### src/psg_register_file_tone_picker_top_defines.svh
// Assertion macros shared by the sound register file RTL.
`ifndef PSG_REGISTER_FILE_TONE_PICKER_TOP_DEFINES_SVH
`define PSG_REGISTER_FILE_TONE_PICKER_TOP_DEFINES_SVH

// Same-cycle implication, checked on the rising edge of clk outside reset.
`define PSG_ASSERT_NOW(lbl, ante, cons, msg) \
  lbl: assert property (@(posedge clk) disable iff (!rst_n) (ante) |-> (cons)) else $error(msg);

// Next-cycle implication, checked on the rising edge of clk outside reset.
`define PSG_ASSERT_NEXT(lbl, ante, cons, msg) \
  lbl: assert property (@(posedge clk) disable iff (!rst_n) (ante) |=> (cons)) else $error(msg);

`endif

### src/psg_rftp_pkg.sv
package psg_rftp_pkg;

  localparam int CMD_W   = 2;
  localparam int DATA_W  = 8;
  localparam int FREQ_W  = 20;
  localparam int AMP_W   = 6;
  localparam int CLK_W   = 24;
  localparam int IDX_W   = 4;
  localparam int NREG    = 16;
  localparam int NCH     = 3;
  localparam int PER_W   = 12;
  localparam int LVL_W   = 4;
  localparam int NPER_W  = 5;
  localparam int MIX_W   = 6;

  localparam logic [CLK_W-1:0] CLOCK_HZ_RESET = 24'd2000000;

  typedef enum logic [CMD_W-1:0] {
    CMD_SELECT   = 2'd0,
    CMD_WRITE    = 2'd1,
    CMD_READ_REG = 2'd2,
    CMD_READ_IDX = 2'd3
  } cmd_t;

  // Register map boundaries
  localparam logic [IDX_W-1:0] REG_TONE_A_FINE   = 4'd0;
  localparam logic [IDX_W-1:0] REG_TONE_A_COARSE = 4'd1;
  localparam logic [IDX_W-1:0] REG_TONE_C_FINE   = 4'd4;
  localparam logic [IDX_W-1:0] REG_TONE_LAST = 4'd5;
  localparam logic [IDX_W-1:0] REG_NOISE_PER = 4'd6;
  localparam logic [IDX_W-1:0] REG_MIXER     = 4'd7;
  localparam logic [IDX_W-1:0] REG_AMP_A     = 4'd8;
  localparam logic [IDX_W-1:0] REG_AMP_LAST  = 4'd10;
  localparam logic [IDX_W-1:0] REG_ENV_LAST  = 4'd12;
  localparam logic [IDX_W-1:0] REG_LAST      = 4'd15;

  // Bit 4 of an amplitude register selects envelope mode
  localparam int AMP_MODE_BIT = 4;

endpackage

### src/psg_rftp_if.sv
interface psg_rftp_in_if
  import psg_rftp_pkg::*;
();
  logic              valid;
  logic              ready;
  logic [CMD_W-1:0]  command;
  logic [DATA_W-1:0] data;

  modport source (output valid, output command, output data, input ready);
  modport sink (input valid, input command, input data, output ready);
endinterface

interface psg_rftp_out_if
  import psg_rftp_pkg::*;
();
  logic              valid;
  logic              ready;
  logic [DATA_W-1:0] read_data;
  logic              sound_update;
  logic [FREQ_W-1:0] tone_freq;
  logic [AMP_W-1:0]  tone_amp;
  logic [FREQ_W-1:0] noise_freq;
  logic [AMP_W-1:0]  noise_amp;

  modport source (
    output valid, output read_data, output sound_update, output tone_freq,
    output tone_amp, output noise_freq, output noise_amp, input ready
  );
  modport sink (
    input valid, input read_data, input sound_update, input tone_freq,
    input tone_amp, input noise_freq, input noise_amp, output ready
  );
endinterface

### src/psg_register_file_tone_picker_top.sv
// Result: select, read, unchanged writes and writes to registers 13-15 load the output
//   register from the transfer; mixer, amplitude, envelope, zero-period writes use ST_PICK.
// Nonzero period writes (registers 0-6) run ST_DIV, one restoring divider step per
//   cycle for the 20 quotient bits, then ST_PICK to pick the loudest channels.
// Throughput: one command at a time; a new transfer waits for the sequencer to idle.
// Reset (rst_n, synchronous, low): clears registers, derived state, index, output; clock 2 MHz.
`include "psg_register_file_tone_picker_top_defines.svh"

module psg_register_file_tone_picker_top
  import psg_rftp_pkg::*;
(
  input  logic             clk,
  input  logic             rst_n,
  input  logic             cfg_wr_en,
  input  logic [CLK_W-1:0] cfg_wr_data,
  psg_rftp_in_if.sink      in_ch,
  psg_rftp_out_if.source   out_ch
);

  typedef enum logic [2:0] {
    ST_IDLE = 3'b001,
    ST_DIV  = 3'b010,
    ST_PICK = 3'b100
  } state_t;

  // Divider destination: tone channel A..C or the noise generator
  localparam logic [1:0] TGT_NOISE = 2'd3;

  localparam int DIV_STEPS = FREQ_W;
  localparam int CNT_W     = $clog2(DIV_STEPS);
  localparam logic [CNT_W-1:0] CNT_LAST = CNT_W'(DIV_STEPS - 1);

  // Chip state
  logic [CLK_W-1:0]  clock_hz_r;
  logic [DATA_W-1:0] reg_file_r [NREG];
  logic [IDX_W-1:0]  reg_index_r;
  logic [PER_W-1:0]  tone_per_r [NCH];
  logic [FREQ_W-1:0] tone_freq_r [NCH];
  logic [FREQ_W-1:0] noise_freq_r;
  logic [MIX_W-1:0]  mixer_r;
  logic [LVL_W-1:0]  amp_r [NCH];

  // Sequencer and shared divider
  state_t            state_r;
  logic [CNT_W-1:0]  cnt_r;
  logic [1:0]        tgt_r;
  logic [PER_W-1:0]  den_r;
  logic [PER_W-1:0]  rem_r;
  logic [FREQ_W-1:0] quo_r;
  logic [PER_W-1:0]  rem_nxt;
  logic [FREQ_W-1:0] quo_nxt;

  // Output register
  logic              out_valid_r;
  logic [DATA_W-1:0] out_read_data_r;
  logic              out_update_r;
  logic [FREQ_W-1:0] out_tone_freq_r;
  logic [AMP_W-1:0]  out_tone_amp_r;
  logic [FREQ_W-1:0] out_noise_freq_r;
  logic [AMP_W-1:0]  out_noise_amp_r;

  logic              in_ready;
  logic              in_fire;
  cmd_t              cmd;
  logic [IDX_W-1:0]  wr_idx;
  logic [1:0]        wr_ch;
  logic [PER_W-1:0]  wr_period;
  logic              wr_same;
  logic              wr_refresh;

  logic [FREQ_W-1:0] pick_tone_f;
  logic [LVL_W-1:0]  pick_tone_a;
  logic [LVL_W-1:0]  pick_noise_a;

  logic              out_plain;
  logic              out_sound_zero;

  // Accept only when idle and the output register is free (or draining now)
  assign in_ready = (state_r == ST_IDLE) && (!out_valid_r || out_ch.ready);
  assign in_fire  = in_ch.valid && in_ready;
  assign in_ch.ready = in_ready;

  assign cmd     = cmd_t'(in_ch.command);
  assign wr_idx  = reg_index_r;
  assign wr_ch   = wr_idx[2:1];
  assign wr_same = (reg_file_r[wr_idx] == in_ch.data);

  // A changed write to registers 0..12 defers its result to the pick step
  assign wr_refresh = (cmd == CMD_WRITE) && !wr_same && (wr_idx <= REG_ENV_LAST);

  // New period seen by the divider for a write to registers 0..6
  always_comb begin
    if (wr_idx == REG_NOISE_PER) begin
      wr_period = PER_W'(in_ch.data[NPER_W-1:0]);
    end else if (wr_idx[0]) begin
      wr_period = {in_ch.data[PER_W-DATA_W-1:0], tone_per_r[wr_ch][DATA_W-1:0]};
    end else begin
      wr_period = {tone_per_r[wr_ch][PER_W-1:DATA_W], in_ch.data};
    end
  end

  // One restoring divide step: shift in the next dividend bit, trial subtract
  logic [PER_W:0] rem_sh;
  logic           rem_ge;
  always_comb begin
    rem_sh  = {rem_r, quo_r[FREQ_W-1]};
    rem_ge  = (rem_sh >= {1'b0, den_r});
    rem_nxt = rem_ge ? PER_W'(rem_sh - {1'b0, den_r}) : rem_sh[PER_W-1:0];
    quo_nxt = {quo_r[FREQ_W-2:0], rem_ge};
  end

  // Loudest enabled tone channel (first strictly louder wins), loudest noise level
  always_comb begin
    pick_tone_f  = '0;
    pick_tone_a  = '0;
    pick_noise_a = '0;
    for (int ch = 0; ch < NCH; ch++) begin
      if (mixer_r[ch] && (amp_r[ch] > pick_tone_a)) begin
        pick_tone_f = tone_freq_r[ch];
        pick_tone_a = amp_r[ch];
      end
      if (mixer_r[ch + NCH] && (amp_r[ch] > pick_noise_a)) begin
        pick_noise_a = amp_r[ch];
      end
    end
  end

  always_ff @(posedge clk) begin
    if (!rst_n) begin
      clock_hz_r   <= CLOCK_HZ_RESET;
      reg_index_r  <= '0;
      noise_freq_r <= '0;
      mixer_r      <= '0;
      for (int i = 0; i < NREG; i++) begin
        reg_file_r[i] <= '0;
      end
      for (int i = 0; i < NCH; i++) begin
        tone_per_r[i]  <= '0;
        tone_freq_r[i] <= '0;
        amp_r[i]       <= '0;
      end
      state_r          <= ST_IDLE;
      cnt_r            <= '0;
      tgt_r            <= '0;
      den_r            <= '0;
      rem_r            <= '0;
      quo_r            <= '0;
      out_valid_r      <= 1'b0;
      out_read_data_r  <= '0;
      out_update_r     <= 1'b0;
      out_tone_freq_r  <= '0;
      out_tone_amp_r   <= '0;
      out_noise_freq_r <= '0;
      out_noise_amp_r  <= '0;
    end else begin
      if (cfg_wr_en) begin
        clock_hz_r <= cfg_wr_data;
      end
      // Drop the result once the sink takes it, unless a new command refills it
      if (out_valid_r && out_ch.ready && !in_fire) begin
        out_valid_r <= 1'b0;
      end

      unique case (state_r)
        ST_IDLE: begin
          if (in_fire) begin
            // Default: a plain result with no sound refresh; a refresh holds it back
            out_read_data_r  <= '0;
            out_update_r     <= 1'b0;
            out_tone_freq_r  <= '0;
            out_tone_amp_r   <= '0;
            out_noise_freq_r <= '0;
            out_noise_amp_r  <= '0;
            out_valid_r      <= !wr_refresh;
            unique case (cmd)
              CMD_SELECT: begin
                reg_index_r <= in_ch.data[IDX_W-1:0];
              end
              CMD_READ_REG: begin
                out_read_data_r <= reg_file_r[reg_index_r];
              end
              CMD_READ_IDX: begin
                out_read_data_r <= DATA_W'(reg_index_r);
              end
              CMD_WRITE: begin
                if (!wr_same) begin
                  reg_file_r[wr_idx] <= in_ch.data;
                  if (wr_idx <= REG_NOISE_PER) begin
                    // Period write: hold the result until the divider finishes
                    if (wr_idx != REG_NOISE_PER) begin
                      tone_per_r[wr_ch] <= wr_period;
                    end
                    tgt_r <= (wr_idx == REG_NOISE_PER) ? TGT_NOISE : wr_ch;
                    if (wr_period == '0) begin
                      // Zero period gives zero frequency, no divide
                      if (wr_idx == REG_NOISE_PER) begin
                        noise_freq_r <= '0;
                      end else begin
                        tone_freq_r[wr_ch] <= '0;
                      end
                      state_r <= ST_PICK;
                    end else begin
                      den_r   <= wr_period;
                      rem_r   <= '0;
                      quo_r   <= clock_hz_r[CLK_W-1:4];
                      cnt_r   <= '0;
                      state_r <= ST_DIV;
                    end
                  end else if (wr_idx == REG_MIXER) begin
                    mixer_r <= ~in_ch.data[MIX_W-1:0];
                    state_r <= ST_PICK;
                  end else if (wr_idx <= REG_AMP_LAST) begin
                    amp_r[2'(wr_idx - REG_AMP_A)] <=
                      in_ch.data[AMP_MODE_BIT] ? '0 : in_ch.data[LVL_W-1:0];
                    state_r <= ST_PICK;
                  end else if (wr_idx <= REG_ENV_LAST) begin
                    state_r <= ST_PICK;
                  end
                end
              end
              default: begin
                reg_index_r <= reg_index_r;
              end
            endcase
          end
        end
        ST_DIV: begin
          // Advance one quotient bit a cycle
          rem_r <= rem_nxt;
          quo_r <= quo_nxt;
          cnt_r <= cnt_r + 1'b1;
          if (cnt_r == CNT_LAST) begin
            if (tgt_r == TGT_NOISE) begin
              noise_freq_r <= quo_nxt;
            end else begin
              tone_freq_r[tgt_r] <= quo_nxt;
            end
            state_r <= ST_PICK;
          end
        end
        ST_PICK: begin
          out_valid_r      <= 1'b1;
          out_read_data_r  <= '0;
          out_update_r     <= 1'b1;
          out_tone_freq_r  <= pick_tone_f;
          out_tone_amp_r   <= {pick_tone_a, 2'b00};
          out_noise_freq_r <= (pick_noise_a != '0) ? noise_freq_r : '0;
          out_noise_amp_r  <= {pick_noise_a, 2'b00};
          state_r          <= ST_IDLE;
        end
        default: begin
          state_r <= ST_IDLE;
        end
      endcase
    end
  end

  assign out_ch.valid        = out_valid_r;
  assign out_ch.read_data    = out_read_data_r;
  assign out_ch.sound_update = out_update_r;
  assign out_ch.tone_freq    = out_tone_freq_r;
  assign out_ch.tone_amp     = out_tone_amp_r;
  assign out_ch.noise_freq   = out_noise_freq_r;
  assign out_ch.noise_amp    = out_noise_amp_r;

  assign out_plain      = out_valid_r && !out_update_r;
  assign out_sound_zero = (out_tone_freq_r == '0) && (out_tone_amp_r == '0) &&
                          (out_noise_freq_r == '0) && (out_noise_amp_r == '0);

  `PSG_ASSERT_NOW(a_busy_out_empty, state_r != ST_IDLE, !out_valid_r, "result held while busy")
  `PSG_ASSERT_NEXT(a_pick_delivers, state_r == ST_PICK, out_valid_r && out_update_r, "pick lost")
  `PSG_ASSERT_NEXT(a_plain_cmd_result, in_fire && (cmd != CMD_WRITE), out_plain, "no plain result")
  `PSG_ASSERT_NOW(a_no_update_zero, out_plain, out_sound_zero, "sound fields set without update")
  `PSG_ASSERT_NOW(a_div_nonzero, state_r == ST_DIV, den_r != '0, "divide by zero period")

endmodule

### src/flat_wrapper.sv
// flat-port wrapper written by rule: the top's interface ports become plain ports
module psg_register_file_tone_picker_top_flat import psg_rftp_pkg::*;
  (clk, rst_n, cfg_wr_en, cfg_wr_data, in_ch_valid, in_ch_command, in_ch_data, in_ch_ready, out_ch_valid, out_ch_read_data, out_ch_sound_update, out_ch_tone_freq, out_ch_tone_amp, out_ch_noise_freq, out_ch_noise_amp, out_ch_ready);
  psg_rftp_in_if in_ch_i ();
  psg_rftp_out_if out_ch_i ();
  input  logic clk;
  input  logic rst_n;
  input  logic cfg_wr_en;
  input  logic [CLK_W-1:0] cfg_wr_data;
  input wire logic [$bits(in_ch_i.valid)-1:0] in_ch_valid;
  input wire logic [$bits(in_ch_i.command)-1:0] in_ch_command;
  input wire logic [$bits(in_ch_i.data)-1:0] in_ch_data;
  output wire logic [$bits(in_ch_i.ready)-1:0] in_ch_ready;
  output wire logic [$bits(out_ch_i.valid)-1:0] out_ch_valid;
  output wire logic [$bits(out_ch_i.read_data)-1:0] out_ch_read_data;
  output wire logic [$bits(out_ch_i.sound_update)-1:0] out_ch_sound_update;
  output wire logic [$bits(out_ch_i.tone_freq)-1:0] out_ch_tone_freq;
  output wire logic [$bits(out_ch_i.tone_amp)-1:0] out_ch_tone_amp;
  output wire logic [$bits(out_ch_i.noise_freq)-1:0] out_ch_noise_freq;
  output wire logic [$bits(out_ch_i.noise_amp)-1:0] out_ch_noise_amp;
  input wire logic [$bits(out_ch_i.ready)-1:0] out_ch_ready;
  assign in_ch_i.valid = in_ch_valid;
  assign in_ch_i.command = in_ch_command;
  assign in_ch_i.data = in_ch_data;
  assign in_ch_ready = in_ch_i.ready;
  assign out_ch_valid = out_ch_i.valid;
  assign out_ch_read_data = out_ch_i.read_data;
  assign out_ch_sound_update = out_ch_i.sound_update;
  assign out_ch_tone_freq = out_ch_i.tone_freq;
  assign out_ch_tone_amp = out_ch_i.tone_amp;
  assign out_ch_noise_freq = out_ch_i.noise_freq;
  assign out_ch_noise_amp = out_ch_i.noise_amp;
  assign out_ch_i.ready = out_ch_ready;
  psg_register_file_tone_picker_top u_core (.clk(clk), .rst_n(rst_n), .cfg_wr_en(cfg_wr_en), .cfg_wr_data(cfg_wr_data), .in_ch(in_ch_i), .out_ch(out_ch_i));
endmodule
### config.mk
export PLATFORM = sky130hd
export DESIGN_NAME = psg_register_file_tone_picker_top_flat
export DESIGN_NICKNAME = d
export VERILOG_FILES = /design/src/psg_rftp_pkg.sv /design/src/psg_rftp_if.sv /design/src/psg_register_file_tone_picker_top.sv /design/src/flat_wrapper.sv
export VERILOG_INCLUDE_DIRS = /design/src /design/src/src
export SDC_FILE = /design/constraint.sdc
export NUM_CORES = 1
export LEC_CHECK = 0
export BUFFER_PORTS_ARGS = -buffer_cell sky130_fd_sc_hd__buf_2
export CAP_MARGIN = 10
export CELL_PAD_IN_SITES_DETAIL_PLACEMENT = 1
export CELL_PAD_IN_SITES_GLOBAL_PLACEMENT = 1
export CORE_ASPECT_RATIO = 2
export CORE_MARGIN = 5
export CORE_UTILIZATION = 45
export CTS_BUF_LIST = sky130_fd_sc_hd__clkbuf_16
export CTS_CLUSTER_DIAMETER = 80
export DETAILED_ROUTE_END_ITERATION = 10
export GPL_TIMING_DRIVEN = 0
export PLACE_DENSITY = 0.85
export SYNTH_ARGS = -nofsm -noshare
export SYNTH_HDL_FRONTEND = slang
export SYNTH_SLANG_ARGS = --single-unit
### constraint.sdc
create_clock -name clk -period 3.7 [get_ports clk]
set_clock_uncertainty 0.1 [all_clocks]
set_input_delay 0.74 -clock clk [delete_from_list [all_inputs] [get_ports clk]]
set_output_delay 0.74 -clock clk [all_outputs]
set_load 0.05 [all_outputs]
# [Yosys cells after proc, flatten, opt, wreduce, memory -nomap -nowiden]
# Memory sizes are Yosys's and may differ from the RTL's. A register that Yosys moved wholly into a read port is not among the register bits.
# Index checks and enable logic that the tools add are counted.
[word_totals] ff_bits=170 ram_bits=236 inputBits=39 out_inout_bits=63 wordCells=217 n_memories=4
[mem_list] memory="u_core.reg_file_r" words=16 word_bits=8 rd=1 rd_ports_with_merged_regs=1 write_ports=16 line="psg_register_file_tone_picker_top.sv:35" rtl="logic [DATA_W-1:0] reg_file_r [NREG];"
[mem_list] memory="u_core.tone_freq_r" words=3 word_bits=20 rd=3 rd_ports_with_merged_regs=0 write_ports=3 line="psg_register_file_tone_picker_top.sv:38" rtl="logic [FREQ_W-1:0] tone_freq_r [NCH];"
[mem_list] memory="u_core.tone_per_r" words=3 word_bits=12 rd=1 rd_ports_with_merged_regs=1 write_ports=3 line="psg_register_file_tone_picker_top.sv:37" rtl="logic [PER_W-1:0] tone_per_r [NCH];"
[mem_list] memory="u_core.amp_r" words=3 word_bits=4 rd=3 rd_ports_with_merged_regs=0 write_ports=3 line="psg_register_file_tone_picker_top.sv:41" rtl="logic [LVL_W-1:0] amp_r [NCH];"
[op_classes] n_addsub=3 order_cmp=9 eq_ne=22 mux=123 bitwise_logic=4 reduce_logical=35
[ops] operator="two-way mux 20 bit" n=20
[ops] operator="case mux 20 bit (2 select lines)" n=4
[ops] operator="two-way mux 12 bit" n=9
[ops] operator="two-way mux 1 bit" n=46
[ops] operator="two-way mux 4 bit" n=11
[ops] operator="OR reduction 20 bit" n=2
[ops] operator="case mux 8 bit (2 select lines)" n=2
[ops] operator="two-way mux 3 bit" n=9
[ops] operator="two-way mux 5 bit" n=5
[ops] operator="case mux 12 bit (2 select lines)" n=1
[ops] operator="case mux 6 bit (2 select lines)" n=2
[ops] operator="AND reduction 6 bit" n=3
[ops] operator="greater-than comparator 4 bit" n=4
[ops] operator="two-way mux 8 bit" n=2
[ops] operator="two-way mux 2 bit" n=7
[ops] operator=">= comparator 13 x 12 -> 1 bit" n=1
[ops] operator="logical AND 1 bit" n=12
[ops] operator="zero test 12 bit" n=1
[ops] operator="inequality test 2 bit (second input constant)" n=6
[ops] operator="OR reduction 12 bit" n=1
[ops] operator="subtractor 12 bit" n=1
[ops] operator="case mux 5 bit (2 select lines)" n=1
[ops] operator="AND reduction 5 bit" n=2
[ops] operator="AND reduction 9 bit" n=1
[ops] operator="30 further kinds" n=43

# [Longest topological paths before layout]
# Gate-level depths: netlist of the first run.
[logic_depth] word_depth=14 ltp_mapped=19 mapped_depth_nobuf=17

# [Worst setup path after synthesis of the first run]
# Ideal clock, no wire load.
[synth_path] path_kind="in2reg" startpoint="input out_ch_ready" endpoint="memory u_core.tone_per_r[1][0], enable pin" setup_time_ns=0.398 arrival_time_ns=3.684 t_required_ns=3.202 slack_ns=-0.482 cell_stages=9 n_path_buf=2 path_cell_list="nand2b_1 nor2b_1 and2_1 clkbuf_1 nand2_1 o22ai_2 o21bai_2 clkbuf_1 o21ai_0"
[synth_lines] element="from (decl)" line="flat_wrapper.sv:21" rtl="input wire logic [$bits(out_ch_i.ready)-1:0] out_ch_ready;"
[synth_lines] element="to (decl)" line="psg_register_file_tone_picker_top.sv:37"

==> results.md, run 1 <==
* Max-Cap Viols at 0
* P_leak at 8.73 nW
* Fmax at 257 MHz
* Yosys top cell by area: edfxtp_1
* Drt initial violations at roughly 1.4k
* I/O Buffers at 89
* Setup CP Type: flip-flop to flip-flop
* Largest net degree at the start of global routing at 18
* Synth warnings at 0
* # DRC at 0
* VDD IR-drop max at 0.424 mV
* Final WL at 74.5 mm
* Vias in the first global route at around 17k
* Rel. slew slack at 0.172
* Post-synth EDFFs at 248
* Final Instance Area at around 23000 um2
* Post-route ant nets at 0
* Fin. max-slew vios at 0
* Tot GR Track Use at 0.293
* Synth top area share at 0.396
* Placed cells at about 2.3k
* Root Buffer: clkbuf_16
* # H-tree levels at 2
* Starting Density at 0.451
* TritonCTS clock tree: done
* Util after Layout at 0.549
* Combinational power share at 0.212
* Most common library cells after synthesis: edfxtp_1 (248), nor2_1 (248), dfxtp_1 (166), nand2_1 (103), clkbuf_1 (95)
* Final setup viols at 154
* GPL Wtd Cong at 0.979
* Area growth, synth to finish at 21.7%
* P_sw at ~3.7 mW
* Setup crit start kind: flip-flop
* # clock sinks at 414
* Clock power share at 0.339
* # rows at 106
* Sw frac at 0.313
* Fin crit period at 3.89 ns
* Pwr dens at 514 nW/um2
* CP arrival at 4.11 ns
* Top_reg_cell synth: edfxtp_1
* Final worst setup slack at -0.195 ns
* CTS Buffer Depth at 3
* Share of layout cells above drive strength 1 at 0.229
* Crit-path max FO at 10
* Final nets at 1953
* IO Pins at 102
* Internal at 8.07 mW
* Cell count after synthesis at around 1.7k
* Core Area at 41600 um2
* HP Class: input port to flip-flop
* Vias/cell at 6.49
* Least-Margin Pin Slew at approximately 1.2 ns
* Cell Area, Placed at 20200 um2
* Synthesized area per cell at 11.3 um2
* Initial antenna violation count at 2
* Final Non-Filler Cells at 2454
* TritonRoute pass-1 iters at 6
* Full die area at 46200 um2
* Worst-skew pair later-pin latency at 0.59 ns
* GRT overflow at 0
* Final Hold Vio Count at 0
* Sequential share of the synthesized area at 0.573
* Setup crit end kind: flip-flop
* Final Cycle Share at 1.05
* FFs w/ async S/R, synth at 0
* Routed via count at 15.9k
* Failing checks: negative setup slack
* Status: finished, violations left
* First-pass GRT wire length at 102 mm
* Die width at 155 um
* Seq pwr share at 0.450
* Synth area leaders: edfxtp_1 (40%), dfxtp_1 (18%), nor2_1 (5.0%), mux4_2 (4.7%), mux2i_1 (4.6%)
* DPL Wire Length at 48.8 mm
* Chip height at 299 um
* Routed WL per cell at 30.3 um
* Required time worst endpoint at 3.92 ns
* Count of cell types in the netlist at 71
* CTS clk-pin slew, worst paths at 0.08 ns
* Post-Place Setup Slack at -1.16 ns
* Flops & latches, synth at 414
* CTS Buf Count at 38
* Worst hold start: cfg_wr_data[10]
* Netlist Area Pre-Place at 18800 um2
* RSZ-0062 raised after global routing: yes
-- layer usage --
metal	global-route usage	up-vias	wire length, um
li1	-	6485	-
met1	0.269	7741	22100
met2	0.536	1138	37500
met3	0.0503	556	5630
met4	0.263	2	9230
met5	0	-	12
-- cell usage in the layout (no fill, tap or decap), types with 11 or more instances in the layout --
cell type | Yosys | final
nor2_1 | 248 | 243
nor3_1 | 46 | 46
and2_1 | 12 | 11
a21oi_1 | 67 | 60
edfxtp_1 | 248 | 248
nor4_1 | 12 | 12
mux2i_1 | 86 | 73
nand2_1 | 103 | 98
o21ai_4 | 0 | 13
a22oi_1 | 31 | 24
a211oi_1 | 15 | 15
buf_6 | 8 | 26
and3_1 | 50 | 50
a22o_1 | 21 | 21
ha_1 | 29 | 18
conb_1 | 1 | 16
buf_4 | 9 | 77
clkbuf_1 | 95 | 76
nand3_1 | 68 | 65
o21ai_0 | 49 | 31
o211ai_1 | 29 | 29
xnor2_1 | 22 | 17
dfxtp_1 | 166 | 164
inv_1 | 44 | 54
mux4_2 | 39 | 39
clkbuf_16 | 0 | 44
ha_4 | 0 | 11
buf_2 | 15 | 96
-- worst max-delay path, stage by stage (launching register included) --
cell      delay [ns]
dfxtp_1         0.33
buf_6           0.16
buf_12          0.18
mux4_2          0.62
mux2i_1         0.23
mux2_4          0.21
xnor2_1         0.27
a41oi_4         0.22
buf_4           0.19
o21bai_1        0.36
buf_4           0.33
o21ai_4         0.15
buf_4           0.27
-- kinds of logic after synthesis --
logic type | after synthesis | synth area share
adders and majority gates | 30 | 0.0204
xor gates and xnor gates | 28 | 0.0130
other | 1 | 0.000200
and+or+nand+nor | 589 | 0.144
DFF | 414 | 0.573
buffers and inverters | 179 | 0.0417
AOI/OAI and AO/OA | 274 | 0.0993
muxes | 145 | 0.109
-- power groups by stage --
stage               clock network (mW)  logic (mW)  registers, mW
CTS                               3.90        2.23           5.26
detailed placement                   0        2.06           5.36
floorplan                            0        1.38           5.32
global route                      4.16        2.58           5.30
finish                            3.98        2.48           5.28
global placement                     0        1.94           5.35
-- worst paths after layout --
check	end	slack (ns)	cells past startpoint
worst max-delay path	u_core.reg_file_r[12][6]	-0.19	12
worst min register to register	u_core.rem_r[11]	0.36	2
worst min-delay path	u_core.clock_hz_r[10]	0.29	3
worst max register to register	u_core.reg_file_r[12][6]	-0.19	12
-- sequential cells by signal (all words and copies together) (netlist names), 5 cells and up, named ones only --
register,count
u_core.rem_r,12
u_core.out_ch.noise_freq,20
u_core.amp_r,12
u_core.clock_hz_r,20
u_core.cnt_r,5
u_core.tone_per_r,48
u_core.tone_freq_r,60
u_core.mixer_r,6
u_core.quo_r,20
u_core.out_ch.read_data,8
u_core.den_r,12
u_core.out_ch.tone_freq,20
u_core.reg_file_r,128
u_core.noise_freq_r,20
-- through the flow --
| step | total power, mW | TNS, ns | hold WS (ns) |
|---|---|---|---|
| after floorplan | 6.70 | 0 | 0.332 |
| final | 11.7 | -13.91 | 0.291 |
| after CTS | 11.4 | -0.756 | 0.299 |
| after global placement | 7.29 | -382.26 | 0.346 |
| after global routing | 12.0 | -20.26 | 0.280 |
| after detailed placement | 7.43 | -352.16 | 0.347 |
-- area by class of cell --
cell class | instances | area (um2)
fillers | 4340 | 18800
flip-flops and latches | 414 | 10800
multi-input cells | 1082 | 8100
repair buffers | 171 | 1160
clock buffers | 41 | 1030
plain buffers | 130 | 792
well taps | 540 | 676
inverters | 47 | 176
clock inverters | 28 | 173
diodes | 1 | 2.50
-- timing repair --
item	CTS	global route
pin swaps	23	48
hold buffers	0	0
gates resized for setup	124	93
buffers inserted	31	28
setup endpoints to repair	514	330
cloned	3	1
No activity file was read; power rests on OpenSTA's default activity.
==> inputs of run 2 (changes only) <==
--- a/config.mk
+++ b/config.mk
@@ -20,2 +20,3 @@
 export PLACE_DENSITY = 0.85
+export RECOVER_POWER = 50
 export SYNTH_ARGS = -nofsm -noshare
==> constraint.sdc (replaced) <==
create_clock -name clk -period 3.7 [get_ports clk]
set_clock_uncertainty 0.1 [all_clocks]
set_input_delay 0.37 -clock clk [delete_from_list [all_inputs] [get_ports clk]]
set_output_delay 0.37 -clock clk [all_outputs]
set_load 0.05 [all_outputs]
==> results.md, run 2 (synthesized netlist as in run 1, its figures left out) <==
* I/O Buffers at 89
* # clock sinks at ~410
* Worst hold start: cfg_wr_data[8]
* RR Endpoint: u_core.reg_file_r[6][2]
* WHS Path Cells at 3
* TritonCTS clock tree: done
* # H-tree levels at 2
* Final Non-Filler Cells at 2469
* Cell Area, Placed at 20200 um2
* Post-Place Setup Slack at -0.793 ns
* Final setup viols at 330
* HP Class: input port to flip-flop
* # rows at ~110
* RSZ-0062 raised after global routing: yes
* Total chip power at 11.6 mW
* Fmax at 247 MHz
* IO Pins at 102
* Number of flip-flops under the largest register name at 128
* CTS Buffer Depth at 3
* Total negative setup slack at -37.45 ns
* Worst-skew pair later-pin latency at 0.55 ns
* Pwr dens at 510 nW/um2
* Placed cells at 2326
* Required time worst endpoint at 3.87 ns
* Area growth, synth to finish at 21.3%
* Commonest non-fill, non-tap cell in the layout: edfxtp_1
* Final Instance Area at 22800 um2
* Root Buffer: clkbuf_16
* Crit-path max FO at 11
* Core Area at 41600 um2
* CP arrival at 4.21 ns
* Final worst setup slack at -0.346 ns
* Drt initial violations at 1583
* Final nets at 1967
* P_leak at around 8.5 nW
* CTS Buf Count at 38
* Logic depth of the worst register-to-register path at 11
* Starting Density at 0.451
* Final WL at between 70 and 80 mm
* Setup CP Type: flip-flop to flip-flop
* Die width at roughly 150 um
* GPL Wtd Cong at approximately 1
* Share of layout cells above drive strength 1 at 0.184
* Final Hold Vio Count at 0
* Fin. max-slew vios at 0
* Routed WL per cell at between 30 and 40 um
* Vias in the first global route at between 15k and 20k
* Setup crit end kind: flip-flop
* Failing checks: negative setup slack
* Most frequent cells in the layout: edfxtp_1 (248), nor2_1 (243), dfxtp_1 (164)
* Vias/cell at 6.47
* Rel. slew slack at 0.213
* Post-route ant nets at 0
* Largest net degree at the start of global routing at 18
* VDD IR-drop max at 0.426 mV
* Biggest register: u_core.reg_file_r
* DPL Wire Length at 48.8 mm
* Initial antenna violation count at 1
* Status: finished, violations left
* Largest registers: u_core.reg_file_r: 128 flops, u_core.tone_freq_r: 60 flops, u_core.tone_per_r: 48 flops
* Max-Cap Viols at 0
* Routed via count at 16.0k
* GRT overflow at 0
* Fin crit period at 4.05 ns
* CTS clk-pin slew, worst paths at around 0.07 ns
* Final Cycle Share at 1.09
* R2R Setup Slk at -0.35 ns
* TritonRoute pass-1 iters at 5
* Setup crit start kind: flip-flop
* Worst hold endpoint: u_core.clock_hz_r[8]
* Full die area at between 40000 and 50000 um2
* Chip height at 299 um
* Least-Margin Pin Slew at 1.18 ns
* # DRC at 0
* First-pass GRT wire length at 104 mm
* Tot GR Track Use at 0.298
[run 2: cell types whose count changed in the layout (fill, tap and decap cells not counted), moves of 3 or more]
| cell | delta |
|---|---|
| a22oi_1 | +4 |
| a22oi_2 | -4 |
| and2_0 | +3 |
| and2_1 | -4 |
| buf_2 | -61 |
| buf_4 | -8 |
| clkbuf_1 | +67 |
| dlygate4sd3_1 | +19 |
| mux2i_1 | +5 |
| mux2i_4 | -3 |
[run 2: critical path: stages (launching register included)]
cell and delay, ns:
dfxtp_1 0.50, buf_4 0.34, buf_6 0.26, mux2i_1 0.64, xnor2_2 0.17, buf_4 0.19, a41oi_4 0.14, clkbuf_1 0.16
o21ai_2 0.48, nor2_2 0.17, clkbuf_2 0.28, and3_1 0.30
[run 2: area by class of cell]
cell class                 count  area (um2)
sequential                   414       10800
clock inverter                28         173
fill                        4405       18900
inverter                      47         176
multi-input combinational   1082        7960
buffer                       131         787
clock buffer                  41        1030
timing repair buffer         184        1220
antenna                        2        5.00
tap                          540         676
[run 2: worst max-delay path by stage]
stage	start	end	slack (ns)	depth (start not counted)
6_report	flip-flop	u_core.reg_file_r[6][2]	-0.35	11
5_1_grt	flip-flop	u_core.reg_file_r[14][2]	-0.41	11
4_1_cts	u_core.amp_r[1][1]	u_core.out_ch.noise_freq[15]	-0.07	18
3_5_place_dp	in_ch_data[1]	u_core.reg_file_r[3][7]	-0.79	11
3_3_place_gp	flip-flop	u_core.tone_per_r[0][6]	-1.52	8
2_1_floorplan	flip-flop	u_core.tone_freq_r[0][0]	0.0005	8
[run 2: where the power goes]
| group | switching, mW | internal (mW) |
|---|---|---|
| registers | 0.174 | 5.11 |
| logic | 1.58 | 0.804 |
| clock network | 1.87 | 2.09 |
[run 2: timing repair]
item	in CTS	in global routing
cloned	3	1
pin swaps	23	47
resized for setup	124	83
hold endpoints to repair	19	0
hold buffers	19	0
endpoints found under the setup margin	514	347
setup buffers	31	21
[run 2: stage by stage]
stage / util / hold WS [ns]
floorplan: - / 0.332
global placement: 0.480 / 0.346
detailed placement: 0.485 / 0.347
CTS: 0.539 / 0.00693
global route: 0.547 / 0.0307
finish: 0.547 / 0.00763
[run 2: metal layers]
metal | up-vias | track usage | part of all wire
met1 | 7840 | 0.270 | 0.30
met4 | 0 | 0.271 | 0.11
met3 | 507 | 0.0503 | 0.067
li1 | 6518 | - | -
met5 | - | 0 | 0
met2 | 1102 | 0.550 | 0.52
